File: config.mk
export PLATFORM = sky130hd
export DESIGN_NAME = remote_control_frame_decoder
export DESIGN_NICKNAME = d
export VERILOG_FILES = /design/src/design/rcfd_pkg.sv /design/src/design/rcfd_chan.sv /design/src/design/rcfd_swflags.sv /design/src/design/rcfd_decode.sv /design/src/design/remote_control_frame_decoder.sv
export VERILOG_INCLUDE_DIRS = /design/src /design/src/design
export SDC_FILE = /design/constraint.sdc
export NUM_CORES = 1
export LEC_CHECK = 0
export BUFFER_PORTS_ARGS = -buffer_cell sky130_fd_sc_hd__clkbuf_2
export CAP_MARGIN = 15
export CORE_ASPECT_RATIO = 1.1
export CORE_MARGIN = 5
export CORE_UTILIZATION = 58
export DETAILED_ROUTE_END_ITERATION = 8
export GPL_ROUTABILITY_DRIVEN = 1
export GPL_TIMING_DRIVEN = 0
export PLACE_DENSITY = 0.83
export SYNTH_ARGS = -nofsm -noshare
export SYNTH_HDL_FRONTEND = slang
export SYNTH_SLANG_ARGS = --single-unit
File: constraint.sdc
create_clock -name clk -period 13.4 [get_ports clk]
set_input_delay 0.67 -clock clk [delete_from_list [all_inputs] [get_ports clk]]
set_output_delay 0.67 -clock clk [all_outputs]
set_load 0.01 [all_outputs]
File: src/design/remote_control_frame_decoder_assert.svh
// Assertion macros shared by the remote-control frame decoder RTL.
`ifndef REMOTE_CONTROL_FRAME_DECODER_ASSERT_SVH
`define REMOTE_CONTROL_FRAME_DECODER_ASSERT_SVH

`ifndef SYNTHESIS

// Same-cycle implication: whenever cond holds, prop must hold too.
`define RCFD_ASSERT_IMPLIES(label, clk, rst_n, cond, prop) \
    label: assert property (@(posedge clk) disable iff (!rst_n) (cond) |-> (prop)) \
        else $error("rcfd assertion failed");

// Next-cycle implication: whenever cond holds, prop must hold in the following cycle.
`define RCFD_ASSERT_NEXT(label, clk, rst_n, cond, prop) \
    label: assert property (@(posedge clk) disable iff (!rst_n) (cond) |=> (prop)) \
        else $error("rcfd assertion failed");

`else

`define RCFD_ASSERT_IMPLIES(label, clk, rst_n, cond, prop)
`define RCFD_ASSERT_NEXT(label, clk, rst_n, cond, prop)

`endif

`endif

File: src/design/rcfd_pkg.sv
// Types and constants shared by the remote-control frame decoder modules.
package rcfd_pkg;

    localparam int unsigned FRAME_PART_W = 48;
    localparam int unsigned STICK_W      = 11;
    localparam int unsigned DEADBAND_W   = 10;
    localparam int unsigned LIMIT_W      = 11;
    localparam int unsigned SW_W         = 2;
    localparam int unsigned SW_FLAGS_W   = 7;
    localparam int unsigned WORD_W       = 16;

    // Configuration register indexes.
    localparam logic CFG_DEADBAND    = 1'b0;
    localparam logic CFG_STICK_LIMIT = 1'b1;

    localparam logic [DEADBAND_W-1:0] DEADBAND_RESET    = 10'd5;
    localparam logic [LIMIT_W-1:0]    STICK_LIMIT_RESET = 11'd660;

    // Offset removed from the wheel word.
    localparam logic [WORD_W-1:0] WHEEL_CENTER = 16'd1024;

    // Switch position codes.
    localparam logic [SW_W-1:0] SW_NONE = 2'd0;
    localparam logic [SW_W-1:0] SW_UP   = 2'd1;
    localparam logic [SW_W-1:0] SW_DOWN = 2'd2;
    localparam logic [SW_W-1:0] SW_MID  = 2'd3;

    // Bit positions inside one switch's flag group.
    localparam int unsigned FLAG_UP       = 0;
    localparam int unsigned FLAG_MID      = 1;
    localparam int unsigned FLAG_DOWN     = 2;
    localparam int unsigned FLAG_UP2MID   = 3;
    localparam int unsigned FLAG_DOWN2MID = 4;
    localparam int unsigned FLAG_MID2UP   = 5;
    localparam int unsigned FLAG_MID2DOWN = 6;

    typedef struct packed {
        logic [DEADBAND_W-1:0] deadband;
        logic [LIMIT_W-1:0]    stick_limit;
    } rcfd_cfg_t;

    typedef struct packed {
        logic signed [STICK_W-1:0]   stick_one;
        logic signed [STICK_W-1:0]   stick_two;
        logic signed [STICK_W-1:0]   stick_three;
        logic signed [STICK_W-1:0]   stick_four;
        logic [2*SW_W-1:0]           switch_positions;
        logic [2*SW_FLAGS_W-1:0]     switch_flags;
        logic signed [WORD_W-1:0]    mouse_x;
        logic signed [WORD_W-1:0]    mouse_y;
        logic signed [WORD_W-1:0]    mouse_z;
        logic [WORD_W-1:0]           mouse_buttons;
        logic [WORD_W-1:0]           key_bitmap;
        logic signed [WORD_W-1:0]    wheel;
    } rcfd_result_t;

endpackage

File: src/design/rcfd_chan.sv
// One stick channel: centering, deadband and over-limit detection.
module rcfd_chan (
    input  logic [rcfd_pkg::STICK_W-1:0]        raw,
    input  rcfd_pkg::rcfd_cfg_t                 cfg,
    output logic signed [rcfd_pkg::STICK_W-1:0] value,
    output logic                                over
);
    import rcfd_pkg::*;

    logic [STICK_W-1:0] centred;
    logic [STICK_W-1:0] mag;
    logic               in_band;

    // Subtracting the center of 1024 from an 11-bit code only flips the top bit.
    assign centred = {~raw[STICK_W-1], raw[STICK_W-2:0]};
    // The magnitude of the most negative value, 1024, still fits in 11 bits.
    assign mag     = centred[STICK_W-1] ? (~centred + STICK_W'(1)) : centred;
    assign in_band = (mag <= {1'b0, cfg.deadband});
    assign value   = in_band ? '0 : $signed(centred);
    assign over    = !in_band && (mag > cfg.stick_limit);

endmodule

File: src/design/rcfd_swflags.sv
// Position and transition flags of one switch.
module rcfd_swflags (
    input  logic [rcfd_pkg::SW_W-1:0]       now_pos,
    input  logic [rcfd_pkg::SW_W-1:0]       prev_pos,
    output logic [rcfd_pkg::SW_FLAGS_W-1:0] flags
);
    import rcfd_pkg::*;

    always_comb
    begin
        flags = '0;
        unique case (now_pos)
            SW_MID:
            begin
                flags[FLAG_MID]      = 1'b1;
                flags[FLAG_UP2MID]   = (prev_pos == SW_UP);
                flags[FLAG_DOWN2MID] = (prev_pos == SW_DOWN);
            end
            SW_UP:
            begin
                flags[FLAG_UP]     = 1'b1;
                flags[FLAG_MID2UP] = (prev_pos == SW_MID);
            end
            SW_DOWN:
            begin
                flags[FLAG_DOWN]     = 1'b1;
                flags[FLAG_MID2DOWN] = (prev_pos == SW_MID);
            end
            default:
            begin
                flags = '0;
            end
        endcase
    end

endmodule

File: src/design/rcfd_decode.sv
// Unpacks one registered frame into a result item.
module rcfd_decode (
    input  logic [rcfd_pkg::FRAME_PART_W-1:0] bytes_low,
    input  logic [rcfd_pkg::FRAME_PART_W-1:0] bytes_mid,
    input  logic [rcfd_pkg::FRAME_PART_W-1:0] bytes_high,
    input  rcfd_pkg::rcfd_cfg_t               cfg,
    input  logic [2*rcfd_pkg::SW_W-1:0]       prev_positions,
    output rcfd_pkg::rcfd_result_t            result
);
    import rcfd_pkg::*;

    logic signed [STICK_W-1:0] ch_one;
    logic signed [STICK_W-1:0] ch_two;
    logic signed [STICK_W-1:0] ch_three;
    logic signed [STICK_W-1:0] ch_four;
    logic [3:0]                over;
    logic                      invalid;
    logic [SW_W-1:0]           sw_one;
    logic [SW_W-1:0]           sw_two;
    logic [SW_FLAGS_W-1:0]     flags_one;
    logic [SW_FLAGS_W-1:0]     flags_two;

    // The four channels are packed back to back in the first 44 frame bits.
    rcfd_chan u_chan_one (
        .raw   (bytes_low[10:0]),
        .cfg   (cfg),
        .value (ch_one),
        .over  (over[0])
    );

    rcfd_chan u_chan_two (
        .raw   (bytes_low[21:11]),
        .cfg   (cfg),
        .value (ch_two),
        .over  (over[1])
    );

    rcfd_chan u_chan_three (
        .raw   (bytes_low[32:22]),
        .cfg   (cfg),
        .value (ch_three),
        .over  (over[2])
    );

    rcfd_chan u_chan_four (
        .raw   (bytes_low[43:33]),
        .cfg   (cfg),
        .value (ch_four),
        .over  (over[3])
    );

    assign sw_one = bytes_low[47:46];
    assign sw_two = bytes_low[45:44];

    rcfd_swflags u_sw_one (
        .now_pos  (sw_one),
        .prev_pos (prev_positions[3:2]),
        .flags    (flags_one)
    );

    rcfd_swflags u_sw_two (
        .now_pos  (sw_two),
        .prev_pos (prev_positions[1:0]),
        .flags    (flags_two)
    );

    assign invalid = |over;

    always_comb
    begin
        result.stick_one        = invalid ? '0 : ch_one;
        result.stick_two        = invalid ? '0 : ch_two;
        result.stick_three      = invalid ? '0 : ch_three;
        result.stick_four       = invalid ? '0 : ch_four;
        result.switch_positions = invalid ? '0 : {sw_one, sw_two};
        result.switch_flags     = invalid ? '0 : {flags_two, flags_one};
        result.mouse_x          = $signed(bytes_mid[15:0]);
        result.mouse_y          = $signed(bytes_mid[31:16]);
        result.mouse_z          = $signed(bytes_mid[47:32]);
        result.mouse_buttons    = bytes_high[15:0];
        result.key_bitmap       = bytes_high[31:16];
        result.wheel            = $signed(bytes_high[47:32] - WHEEL_CENTER);
    end

endmodule

File: src/design/remote_control_frame_decoder.sv
// Top level of the remote-control frame decoder: registers, handshake and state.
//
//   Channel  Direction  Width  Contents
//   s_*      in         144    one 18-byte frame per item
//   m_*      out        160    decoded sticks, switches, flags, mouse, keys, wheel
//   cfg_*    in         1+11   deadband and stick limit writes
//
// An item is registered in the frame register on acceptance, decoded there and
// lands in the result register once that register is free or being taken.
// One item per cycle is sustained while m_tready holds: the decode logic between
// the frame register and the result register is the only work stage.
// Both stages stall together when the result register is full and not taken;
// an empty frame register still accepts an item while the result waits.
// Reset clears the valid flags, the configuration to its defaults and the
// remembered switch positions; there is no clearing pass.
module remote_control_frame_decoder (
    input  logic           clk,
    input  logic           rst_n,
    // Frame input.
    input  logic           s_tvalid,
    output logic           s_tready,
    // s_tdata: [47:0] frame_bytes_low, [95:48] frame_bytes_mid,
    //          [143:96] frame_bytes_high
    input  logic [143:0]   s_tdata,
    // Decoded output.
    output logic           m_tvalid,
    input  logic           m_tready,
    // m_tdata: [10:0] stick_one, [21:11] stick_two, [32:22] stick_three,
    //          [43:33] stick_four, [47:44] switch_positions, [61:48] switch_flags,
    //          [77:62] mouse_x, [93:78] mouse_y, [109:94] mouse_z,
    //          [125:110] mouse_buttons, [141:126] key_bitmap, [157:142] wheel,
    //          [159:158] zero
    output logic [159:0]   m_tdata,
    // Configuration writes.
    input  logic           cfg_we,
    input  logic           cfg_index,
    input  logic [10:0]    cfg_data
);
    import rcfd_pkg::*;

    `include "remote_control_frame_decoder_assert.svh"

    logic                      in_valid_reg;
    logic                      in_valid_next;
    logic [3*FRAME_PART_W-1:0] frame_reg;
    logic                      res_valid_reg;
    logic                      res_valid_next;
    rcfd_result_t              res_reg;
    rcfd_result_t              res_next;
    rcfd_cfg_t                 cfg_reg;
    rcfd_cfg_t                 cfg_next;
    logic [2*SW_W-1:0]         prev_sw_reg;
    logic [2*SW_W-1:0]         prev_sw_next;
    logic                      advance;
    logic                      s_accept;
    logic                      full_stall;
    logic                      prev_matches;
    logic                      no_switch;
    logic                      flags_clear;

    // The whole pipeline moves when the result register is free or being taken.
    assign advance  = !res_valid_reg || m_tready;
    assign s_tready = !in_valid_reg || advance;
    assign s_accept = s_tvalid && s_tready;

    rcfd_decode u_decode (
        .bytes_low      (frame_reg[FRAME_PART_W-1:0]),
        .bytes_mid      (frame_reg[2*FRAME_PART_W-1:FRAME_PART_W]),
        .bytes_high     (frame_reg[3*FRAME_PART_W-1:2*FRAME_PART_W]),
        .cfg            (cfg_reg),
        .prev_positions (prev_sw_reg),
        .result         (res_next)
    );

    always_comb
    begin
        in_valid_next = in_valid_reg;
        if (s_accept)
        begin
            in_valid_next = 1'b1;
        end
        else if (advance)
        begin
            in_valid_next = 1'b0;
        end
    end

    always_comb
    begin
        res_valid_next = res_valid_reg;
        prev_sw_next   = prev_sw_reg;
        if (advance)
        begin
            res_valid_next = in_valid_reg;
            // The remembered positions follow each frame as it is reported;
            // an invalid frame reports, and so remembers, zero.
            if (in_valid_reg)
            begin
                prev_sw_next = res_next.switch_positions;
            end
        end
    end

    always_comb
    begin
        cfg_next = cfg_reg;
        if (cfg_we)
        begin
            unique case (cfg_index)
                CFG_DEADBAND:    cfg_next.deadband    = cfg_data[DEADBAND_W-1:0];
                CFG_STICK_LIMIT: cfg_next.stick_limit = cfg_data[LIMIT_W-1:0];
                default:         cfg_next = cfg_reg;
            endcase
        end
    end

    always_ff @(posedge clk or negedge rst_n)
    begin
        if (!rst_n)
        begin
            in_valid_reg         <= 1'b0;
            res_valid_reg        <= 1'b0;
            prev_sw_reg          <= '0;
            cfg_reg.deadband     <= DEADBAND_RESET;
            cfg_reg.stick_limit  <= STICK_LIMIT_RESET;
        end
        else
        begin
            in_valid_reg  <= in_valid_next;
            res_valid_reg <= res_valid_next;
            prev_sw_reg   <= prev_sw_next;
            cfg_reg       <= cfg_next;
        end
    end

    // Payload registers carry no reset.
    always_ff @(posedge clk)
    begin
        if (s_accept)
        begin
            frame_reg <= s_tdata;
        end
        if (advance && in_valid_reg)
        begin
            res_reg <= res_next;
        end
    end

    assign m_tvalid = res_valid_reg;
    assign m_tdata  = {2'b00,
                       res_reg.wheel,
                       res_reg.key_bitmap,
                       res_reg.mouse_buttons,
                       res_reg.mouse_z,
                       res_reg.mouse_y,
                       res_reg.mouse_x,
                       res_reg.switch_flags,
                       res_reg.switch_positions,
                       res_reg.stick_four,
                       res_reg.stick_three,
                       res_reg.stick_two,
                       res_reg.stick_one};

    // Terms used by the checks below.
    assign full_stall   = in_valid_reg && res_valid_reg && !m_tready;
    assign prev_matches = (prev_sw_reg == res_reg.switch_positions);
    assign no_switch    = res_valid_reg && (res_reg.switch_positions == '0);
    assign flags_clear  = (res_reg.switch_flags == '0);

    // A full pipeline whose result is not taken must refuse new frames.
    `RCFD_ASSERT_IMPLIES(a_full_stall, clk, rst_n, full_stall, !s_tready)
    // The remembered switch positions always match the result on display.
    `RCFD_ASSERT_IMPLIES(a_prev_tracks, clk, rst_n, res_valid_reg, prev_matches)
    // No flag is raised when both switches are reported as absent, as for an invalid frame.
    `RCFD_ASSERT_IMPLIES(a_flags_need_pos, clk, rst_n, no_switch, flags_clear)
    // A decoded frame in flight reaches the result register once it moves.
    `RCFD_ASSERT_NEXT(a_frame_lands, clk, rst_n, in_valid_reg && advance, res_valid_reg)

endmodule

* Yosys cells after proc, flatten, opt, wreduce, memory -nomap -nowiden
Index checks and enable logic that the tools add are counted.
** Cells by class
- Bitwise gates (word level) :: 15
- Reductions and logical operators :: 29
- Divide/modulo/power cells :: 0
- Order comparisons :: 8
- Mux-type cells :: 13
- Eq/ne operators :: 12
- Shift-type cells :: 0
- $mul :: 0
- Add/subtract/negate cells :: 5
** Operator list (count)
- OR reduction 5 bit :: 10
- adder 11 x 1 -> 11 bit, second input constant :: 4
- greater-than comparator 11 bit :: 4
- less-or-equal comparator 11 x 10 -> 1 bit :: 4
- two-way mux 11 bit :: 4
- inverter 11 bit :: 4
- equality test 2 bit, second input constant :: 8
- subtractor 16 x 11 -> 16 bit, second input constant :: 1
- inverter 1 bit :: 11
- equality test 2 x 1 -> 1 bit, second input constant :: 4
- two-way mux 1 bit :: 8
- logical AND 1 bit :: 6
- zero test 1 bit :: 6
- AND reduction 2 bit :: 3
- two-way mux 4 bit :: 1
- OR reduction 4 bit :: 1
- logical OR 1 bit :: 2
- nonzero test 2 bit :: 1
** Word-level totals
- Output and inout bits :: 162
- Register bits after elaboration :: 329
- Memories kept :: 0
- Bits in writable memories :: 0
- Memory bits (read-only) :: 0
- Bits of input ports :: 161
- Logic and storage cells :: 106
- Latch bits :: 0

* Logic depth before layout (Yosys ltp)
Gate-level depths: netlist (run 1).
- Depth after elaboration :: 9
- Depth in mapped cells :: 15
- Gate-level depth less buffers :: 13

* Cells and area by module
From an unflattened synthesis (run 1), not the netlist that was laid out.
** Unflattened totals
- Cell total of the unflattened synthesis :: 1015
- Area, all modules :: 14784.2 um^2
** By module, submodules not included
- remote_control_frame_decoder :: area each 10172.3 um^2, instances 1, cells each 368, sequential area each 9751.9 um^2
- rcfd_chan at u_decode.u_chan_four ... :: area each 798.3 um^2, instances 3, cells each 116, sequential area each 0.0 um^2
- rcfd_decode :: area each 1261.2 um^2, instances 1, cells each 171, sequential area each 0.0 um^2
- rcfd_chan at u_decode.u_chan_one :: area each 835.8 um^2, instances 1, cells each 114, sequential area each 0.0 um^2
- rcfd_swflags :: area each 60.1 um^2, instances 2, cells each 7, sequential area each 0.0 um^2

* Least setup slack after synthesis (run 1)
OpenSTA, ideal clock, no wires.
- Path type :: input to register
- Start point :: input port m_tready
- End point :: register frame_reg[0] (enable)
- Stages on the path :: 2
- Setup time :: 0.521 ns
- Data arrival time :: 4.192 ns
- Required time :: 12.879 ns
- Path buffers :: 0
- Setup slack :: 8.687 ns
- Path through :: nand3b_1 > and2_1
** On the way
- Word-level cells in the longest chain between the ends :: 3
** Ends and longest elaborated chain
- start: declaration :: RTL line remote_control_frame_decoder.sv:27 : input logic m_tready,
- logical OR 1 bit :: RTL line remote_control_frame_decoder.sv:62 : assign advance = !res_valid_reg || m_tready;
- logical OR 1 bit :: RTL line remote_control_frame_decoder.sv:63 : assign s_tready = !in_valid_reg || advance;
- logical AND 1 bit :: RTL line remote_control_frame_decoder.sv:64 : assign s_accept = s_tvalid && s_tready;
- end signal: assignment :: RTL line remote_control_frame_decoder.sv:141 : frame_reg <= s_tdata;
- end: declaration :: RTL line remote_control_frame_decoder.sv:45 : logic [3*FRAME_PART_W-1:0] frame_reg;
Every way passes these cells.
A chain may end at the register's enable or synchronous reset.

* Worst setup path after layout (run 1)
- Start point :: register frame_reg[0]
- End point :: register res_reg, in the netlist m_tdata[32], data pin
** On the way
- Word-level cells in the longest chain between the ends :: 7
- Elaborated cells between the ends (all ways) :: 8
- Those cells by class :: 1 x add/sub; 2 x order compare; 1 x mux; 1 x bitwise; 3 x reduce/logical
** Ends and longest elaborated chain
- inverter 11 bit :: RTL line rcfd_chan.sv:17 : assign mag = centred[STICK_W-1] ? (~centred + STICK_W'(1)) : centred;
- adder 11 x 1 -> 11 bit :: RTL line rcfd_chan.sv:17
- two-way mux 11 bit (*) :: RTL line rcfd_chan.sv:17
- less-or-equal comparator 11 x 10 -> 1 bit :: RTL line rcfd_chan.sv:18 : assign in_band = (mag <= {1'b0, cfg.deadband});
- zero test 1 bit :: RTL line rcfd_chan.sv:20 : assign over = !in_band && (mag > cfg.stick_limit);
- logical AND 1 bit (*) :: RTL line rcfd_chan.sv:20
- OR reduction 5 bit (no line) (*)
- end signal: assignment :: RTL line remote_control_frame_decoder.sv:145 : res_reg <= res_next;
- end: declaration :: RTL line remote_control_frame_decoder.sv:48 : rcfd_result_t res_reg;
Mark *: on every way between the ends. The rest lies on a longest branch, timed or not.

==> results_dict.tcl, run 1 <==
set metrics [dict create \
    worst_ep_arrival_time_ns 4.50 \
    grt_setup_unrepaired "no" \
    cts_htree_levels 2 \
    timing_worst_slew_pin_value_ns 0.772 \
    leak_pwr_uw 0.00689 \
    detailedPlacementHpwl_um 23500 \
    comb_power_share 0.186 \
    power_uw 2700 \
    core_area_um2 23500 \
    tritoncts.num_buffers 34 \
    height_of_the_die_um 171 \
    vdd_drop_max_v 0.000133 \
    grt_pass1_vias 8767 \
    layout_common_cells "320 x sky130_fd_sc_hd__clkbuf_2, 302 x sky130_fd_sc_hd__edfxtp_1, 89 x sky130_fd_sc_hd__ha_1" \
    worst_slew_margin_relative_to_its_limit 0.485 \
    grt_start_max_net_pins 81 \
    syn_avg_cell_area_um2 16.1 \
    fill_cells 1536 \
    area_enclosed_by_the_die_boundary_um2 26900 \
    n_antenna_cell 0 \
    postRouteAntennaNets 0 \
    max_ffs_per_register 158 \
    grt_overflow 0 \
    route.detailed.wl_per_inst_um 20.7 \
    routabilityCongestion 0.857 \
    totalWireLength_um 32000 \
    ctsRootBufferMaster "sky130_fd_sc_hd__clkbuf_16" \
    row_count 59 \
    dp_worst_setup_slack_ns 9.22 \
    power.sequential.fraction 0.475 \
    max-cap-violations 0 \
    antenna_found_initial 1 \
    synth.ff_latch_count 329 \
    io_buffer_count 320 \
    end_kind "flip-flop" \
    post_cts_buffers 0 \
    viasPerCell 5.51 \
    part_of_the_cycle_the_worst_path_needs 0.314 \
    final.setup.tns_ns 0 \
    drt_pre_antenna_iters 5 \
    synthFlopType "sky130_fd_sc_hd__edfxtp_1" \
    num-nets-final 1466 \
    slew_violations 0 \
    worst_slack_ns 9.19 \
    switching_power_uw 738 \
    cts.clk_slew.worst_paths_ns 0.07 \
    crit_fanout 10 \
    die_width_um 157 \
    cts_resized 0 \
    finalHoldViolations 0 \
    syn2layout_area_growth_pct 23.2 \
    design.portCount 323 \
    ctsLongestPathBuffers 3 \
    synth_edf_count 302 \
    worstHoldPathType "in -> async" \
    status "completed" \
    initial_utilization 0.585 \
    layout_commonest_cell "sky130_fd_sc_hd__clkbuf_2" \
    path_class "reg -> reg" \
    pwr-share-clk 0.340 \
    synthCells 856 \
    via_count 8511 \
    cp_data_required_time_ns 13.69 \
    async_flop_share 0.0821 \
    final.setup_skew_ns 0.0223 \
    cellPowerDensity_nw_per_um2 160 \
    tritoncts "yes" \
    grt_usage 0.235 \
    clock.fmax_mhz 238 \
    numClockSinks 329 \
    synth_seq_area_share 0.710 \
    detail_route.drc_violations 0 \
    count_of_endpoints_failing_setup_in_the_final_report 0 \
    cts_hold_buffers 0 \
    clkLatencyLatePin_ns 0.53 \
    drive_above_1_share 0.361 \
    finalCriticalPeriod_ns 4.21 \
    synthesis.yosys.warnings 0 \
    mappedNetlistArea_um2 13700 \
    first_pass_grt_wire_length_um 48000 \
    setup.worst_path.start_class "flip-flop" \
    detail_route.iter0.violations 473 \
    power_switching_share 0.273 \
    cell_internal_pwr_uw 1960 \
    synth.distinct_cells 50 \
]
## per-layer routing
metal,part of all wire,global-route usage,wire (um),vias up
met2,0.50,0.404,16100,364
met5,0.00034,0,11,-
met1,0.35,0.269,11300,4058
met4,0.034,0.0857,1080,2
met3,0.11,0.0913,3510,67
li1,-,-,-,4020
## layout make-up
class / instances / area [um^2] / area share
Clock inverter: 19 / 225 / 0.0133
Multi-Input combinational cell: 450 / 3630 / 0.215
Inverter: 51 / 196 / 0.0116
Clock buffer: 42 / 881 / 0.0520
Tap cell: 305 / 382 / 0.0225
Timing Repair Buffer: 323 / 1680 / 0.0995
Buffer: 27 / 169 / 0.00998
Sequential cell: 329 / 9750 / 0.576
## power by group through the flow
stage	registers [uW]	clock network, uW	logic, uW
2_1_floorplan	1330	0	290
3_3_place_gp	1310	0	474
3_5_place_dp	1300	0	500
4_1_cts	1280	936	504
5_1_grt	1290	983	553
6_report	1280	917	501
## worst paths after layout
check | cells after the start | slack, ns | from | end
max in group asynchronous | 1 | 12.69 | rst_n | prev_sw_reg[0]
min in group clk | 1 | 0.32 | s_tdata[43] | frame_reg[43]
max | 15 | 9.19 | frame_reg[0] | m_tdata[32]
min reg2reg | 0 | 0.41 | frame_reg[56] | m_tdata[70]
max reg2reg | 15 | 9.19 | frame_reg[0] | m_tdata[32]
min | 1 | 0.20 | rst_n | cfg_reg[16]
## kinds of logic after synthesis
family	Yosys count	synth area share
muxes	16	0.0131
AOI/OAI and AO/OA	100	0.0460
and+or+nand+nor	207	0.101
DFF	329	0.710
xor gates and xnor gates	36	0.0229
other	1	0.000273
buffers and inverters	78	0.0262
adders and majority gates	89	0.0810
## metrics by stage
stage          area (um^2)  hold WS (ns)   util  std cells
6_report             16900         0.205  0.721       1546
5_1_grt              16900         0.247  0.721       1546
4_1_cts              16900         0.211  0.721       1546
3_5_place_dp         15800         0.405  0.674       1485
3_3_place_gp         15700         0.400  0.670       1482
2_1_floorplan        13700         0.374      -        857
## cell usage after synthesis, types with 10 or more instances
master	number	area (um^2)
sky130_fd_sc_hd__xor2_1	17	149
sky130_fd_sc_hd__nand3_1	14	70.1
sky130_fd_sc_hd__nor4_2	34	425
sky130_fd_sc_hd__o21ai_0	20	100
sky130_fd_sc_hd__xnor2_1	19	166
sky130_fd_sc_hd__ha_1	89	1110
sky130_fd_sc_hd__mux2_2	16	180
sky130_fd_sc_hd__clkbuf_1	12	45.0
sky130_fd_sc_hd__nand4_1	10	62.6
sky130_fd_sc_hd__nor4_1	10	62.6
sky130_fd_sc_hd__dfrtp_1	21	526
sky130_fd_sc_hd__nor2_1	37	139
sky130_fd_sc_hd__nand2_1	31	116
sky130_fd_sc_hd__nor3_1	23	115
sky130_fd_sc_hd__nor4b_1	17	149
sky130_fd_sc_hd__a21oi_1	40	200
sky130_fd_sc_hd__inv_1	51	191
sky130_fd_sc_hd__edfxtp_1	302	9070
## worst max-delay path, cell delays in order, from the launching register on
cell and delay (ns):
sky130_fd_sc_hd__edfxtp_1 0.44, sky130_fd_sc_hd__inv_1 0.22, sky130_fd_sc_hd__ha_1 0.23, sky130_fd_sc_hd__nand2_1 0.08
sky130_fd_sc_hd__nor3_1 0.20, sky130_fd_sc_hd__a31oi_1 0.14, sky130_fd_sc_hd__xnor2_1 0.24, sky130_fd_sc_hd__ha_1 0.29
sky130_fd_sc_hd__a21o_1 0.18, sky130_fd_sc_hd__a21oi_1 0.17, sky130_fd_sc_hd__or4b_1 0.47, sky130_fd_sc_hd__a21oi_2 0.29
sky130_fd_sc_hd__o32ai_2 0.21, sky130_fd_sc_hd__buf_2 0.26, sky130_fd_sc_hd__buf_4 0.23, sky130_fd_sc_hd__nor4_1 0.32
(Power assumes the default switching activity.)
==> inputs of run 2 (changes only) <==
--- a/config.mk
+++ b/config.mk
@@ -10,11 +10,11 @@
 export CAP_MARGIN = 15
 export CORE_ASPECT_RATIO = 1.1
 export CORE_MARGIN = 5
-export CORE_UTILIZATION = 58
+export CORE_UTILIZATION = 49
 export DETAILED_ROUTE_END_ITERATION = 8
 export GPL_ROUTABILITY_DRIVEN = 1
 export GPL_TIMING_DRIVEN = 0
-export PLACE_DENSITY = 0.83
+export PLACE_DENSITY = 0.75
 export SYNTH_ARGS = -nofsm -noshare
 export SYNTH_HDL_FRONTEND = slang
 export SYNTH_SLANG_ARGS = --single-unit
==> constraint.sdc (replaced) <==
create_clock -name clk -period 3.5 [get_ports clk]
set_input_delay 0.175 -clock clk [delete_from_list [all_inputs] [get_ports clk]]
set_output_delay 0.175 -clock clk [all_outputs]
set_load 0.01 [all_outputs]
==> run 2 against run 1 <==
  * The run now ends with negative setup slack left
  * Flip-flop and latch count is the same
  * Total power grew to 4.4 times the previous value
  * Register-to-register slack lost 9.3 ns
  * Via count grew 11%
  * Die area grew 17%
  * Worst hold slack lost 0.16 ns
  * Count of clock-buffer cells in the layout shrank 2
  * Clock skew shrank 0.011 ns
  * Final cell count grew 17%
  * Critical path depth is the same
  * Worst setup slack lost 9.3 ns
  * Critical endpoint is now m_tdata[56]
  * Largest cell class unchanged
==> results_dict.tcl, run 2 (same netlist as run 1, synthesis figures left out) <==
set metrics [dict create \
    power.sequential.fraction 0.415 \
    comb_power_share 0.245 \
    grt_start_max_net_pins 60 \
    max_ffs_per_register 158 \
    clkLatencyLatePin_ns 0.51 \
    count_of_endpoints_failing_setup_in_the_final_report 65 \
    detailedPlacementHpwl_um 23300 \
    core_area_um2 27700 \
    worstHoldPathType "in -> reg" \
    setup.worst_path.start_class "flip-flop" \
    min_from "cfg_index" \
    failed_checks "negative setup slack" \
    slew_violations 0 \
    worst_setup_path_startpoint "frame_reg[14]" \
    worst_slew_margin_relative_to_its_limit 0.455 \
    design.portCount 323 \
    first_pass_grt_wire_length_um 55400 \
    status "finished, violations left" \
    switching_power_uw 3290 \
    power_switching_share 0.278 \
    r2r_start "frame_reg[14]" \
    vdd_drop_max_v 0.000472 \
    row_count 64 \
    cell_internal_pwr_uw 8570 \
    worstHoldPathCells 3 \
    tritoncts.num_buffers 35 \
    clock.fmax_mhz 279 \
    grt_usage 0.228 \
    crit_fanout 10 \
    final_area_um2 20100 \
    final.setup.tns_ns -3.38 \
    grt_pass1_vias 10051 \
    grt_setup_unrepaired "yes" \
    placedInstanceArea_um2 15900 \
    height_of_the_die_um 186 \
    viasPerCell 5.20 \
    cp_data_required_time_ns 3.74 \
    totalWireLength_um 37800 \
    cts_htree_levels 2 \
    finalHoldViolations 0 \
    via_count 9424 \
    layout_commonest_cell "sky130_fd_sc_hd__clkbuf_2" \
    timing_worst_slew_pin_value_ns 0.809 \
    part_of_the_cycle_the_worst_path_needs 1.02 \
    die_width_um 170 \
    fill_cells 1750 \
    detail_route.iter0.violations 584 \
    final.setup_skew_ns 0.0111 \
    tritoncts "yes" \
    cts.clk_slew.worst_paths_ns 0.06 \
    area_enclosed_by_the_die_boundary_um2 31500 \
    pwr-share-clk 0.340 \
    initial_utilization 0.496 \
    route.detailed.wl_per_inst_um 20.8 \
    path_class "reg -> reg" \
    drive_above_1_share 0.396 \
    r2r_cells 15 \
    ctsLongestPathBuffers 3 \
    max-cap-violations 0 \
    worst_ep_arrival_time_ns 3.82 \
    hold_ws_ns 0.0418 \
    ctsRootBufferMaster "sky130_fd_sc_hd__clkbuf_16" \
    drt_pre_antenna_iters 5 \
    end_kind "flip-flop" \
    grt_overflow 0 \
    detail_route.drc_violations 0 \
    numClockSinks 329 \
    worst_slack_ns -0.0818 \
    postRouteAntennaNets 0 \
    io_buffer_count 320 \
    layout_common_cells "323 x sky130_fd_sc_hd__clkbuf_2, 302 x sky130_fd_sc_hd__edfxtp_1, 160 x sky130_fd_sc_hd__dlygate4sd3_1" \
    routabilityCongestion 0.914 \
    leak_pwr_uw 0.00812 \
    post-route-util 0.725 \
    cellPowerDensity_nw_per_um2 590 \
    syn2layout_area_growth_pct 46.3 \
    finalCriticalPeriod_ns 3.58 \
    num-nets-final 1671 \
    antenna_found_initial 4 \
]
-- run 2: changes by cell type in the layout (fill, tap and decap cells not counted), sizes merged --
| cell | previous run | this run |
|---|---|---|
| diode | 0 | 4 |
| buf | 18 | 60 |
| bufinv | 3 | 8 |
| dlygate4sd3 | 0 | 160 |
| clkinv | 13 | 12 |
| clkinvlp | 3 | 2 |
| inv | 51 | 52 |
-- run 2: final cells by class --
type / count / area [um^2] / area share
diodes: 4 / 10.0 / 0.000498
plain buffers: 25 / 273 / 0.0136
clock buffers: 40 / 916 / 0.0456
clock inverters: 23 / 342 / 0.0170
inverters: 51 / 195 / 0.00971
multi-input cells: 450 / 4340 / 0.216
flip-flops and latches: 329 / 9750 / 0.485
well taps: 363 / 454 / 0.0226
repair buffers: 529 / 3810 / 0.190
-- run 2: timing repair --
| item | CTS | global route |
|---|---|---|
| endpoints found under the setup margin | 66 | 66 |
| gates cloned | 2 | 4 |
| buffers inserted | 20 | 17 |
| hold buffers | 160 | 0 |
| pin swaps | 9 | 33 |
| gates resized for setup | 56 | 105 |
| endpoints found under the hold margin | 188 | 0 |
-- run 2: per-layer routing --
| layer | GRT usage | wire (um) | vias up |
|---|---|---|---|
| li1 | - | - | 4443 |
| met1 | 0.269 | 14000 | 4545 |
| met2 | 0.402 | 19500 | 372 |
| met3 | 0.0731 | 3320 | 64 |
| met4 | 0.0676 | 942 | 0 |
| met5 | 0 | 0 | - |
-- run 2: final timing paths --
kind                       slack [ns]             end
setup reg to reg                -0.08     m_tdata[56]
hold / removal                   0.04      cfg_reg[0]
min in group asynchronous        0.27      cfg_reg[3]
hold reg to reg                  0.42    m_tdata[143]
setup / recovery                -0.08     m_tdata[56]
max in group asynchronous        2.76  prev_sw_reg[1]
-- run 2: through the flow --
stage,setup slack (ns),instances,total power [uW]
floorplan,0.106,857,6180
global placement,-0.939,1540,6840
detailed placement,-0.684,1546,6920
CTS,-0.0490,1790,11300
global route,-0.226,1814,12400
finish,-0.0818,1814,11900
-- run 2: critical path, stage by stage (launching register included) --
cell and delay, ns:
sky130_fd_sc_hd__edfxtp_1 0.42, sky130_fd_sc_hd__or3_4 0.39, sky130_fd_sc_hd__or3_4 0.36, sky130_fd_sc_hd__nor3_2 0.15
sky130_fd_sc_hd__nor2_1 0.06, sky130_fd_sc_hd__xor2_1 0.25, sky130_fd_sc_hd__ha_1 0.31, sky130_fd_sc_hd__and3_4 0.21
sky130_fd_sc_hd__a31oi_4 0.14, sky130_fd_sc_hd__a311oi_2 0.05, sky130_fd_sc_hd__buf_4 0.16, sky130_fd_sc_hd__o32ai_4 0.29
sky130_fd_sc_hd__buf_6 0.16, sky130_fd_sc_hd__buf_12 0.13, sky130_fd_sc_hd__buf_12 0.16, sky130_fd_sc_hd__nor4_2 0.06
-- run 2: power groups by stage --
stage / Clock (uW) / Combinational [uW] / Sequential, uW
2_1_floorplan: 0 / 1110 / 5070
3_3_place_gp: 0 / 1830 / 5000
3_5_place_dp: 0 / 1930 / 4980
4_1_cts: 4070 / 2370 / 4910
5_1_grt: 4270 / 3130 / 4960
6_report: 4030 / 2910 / 4920
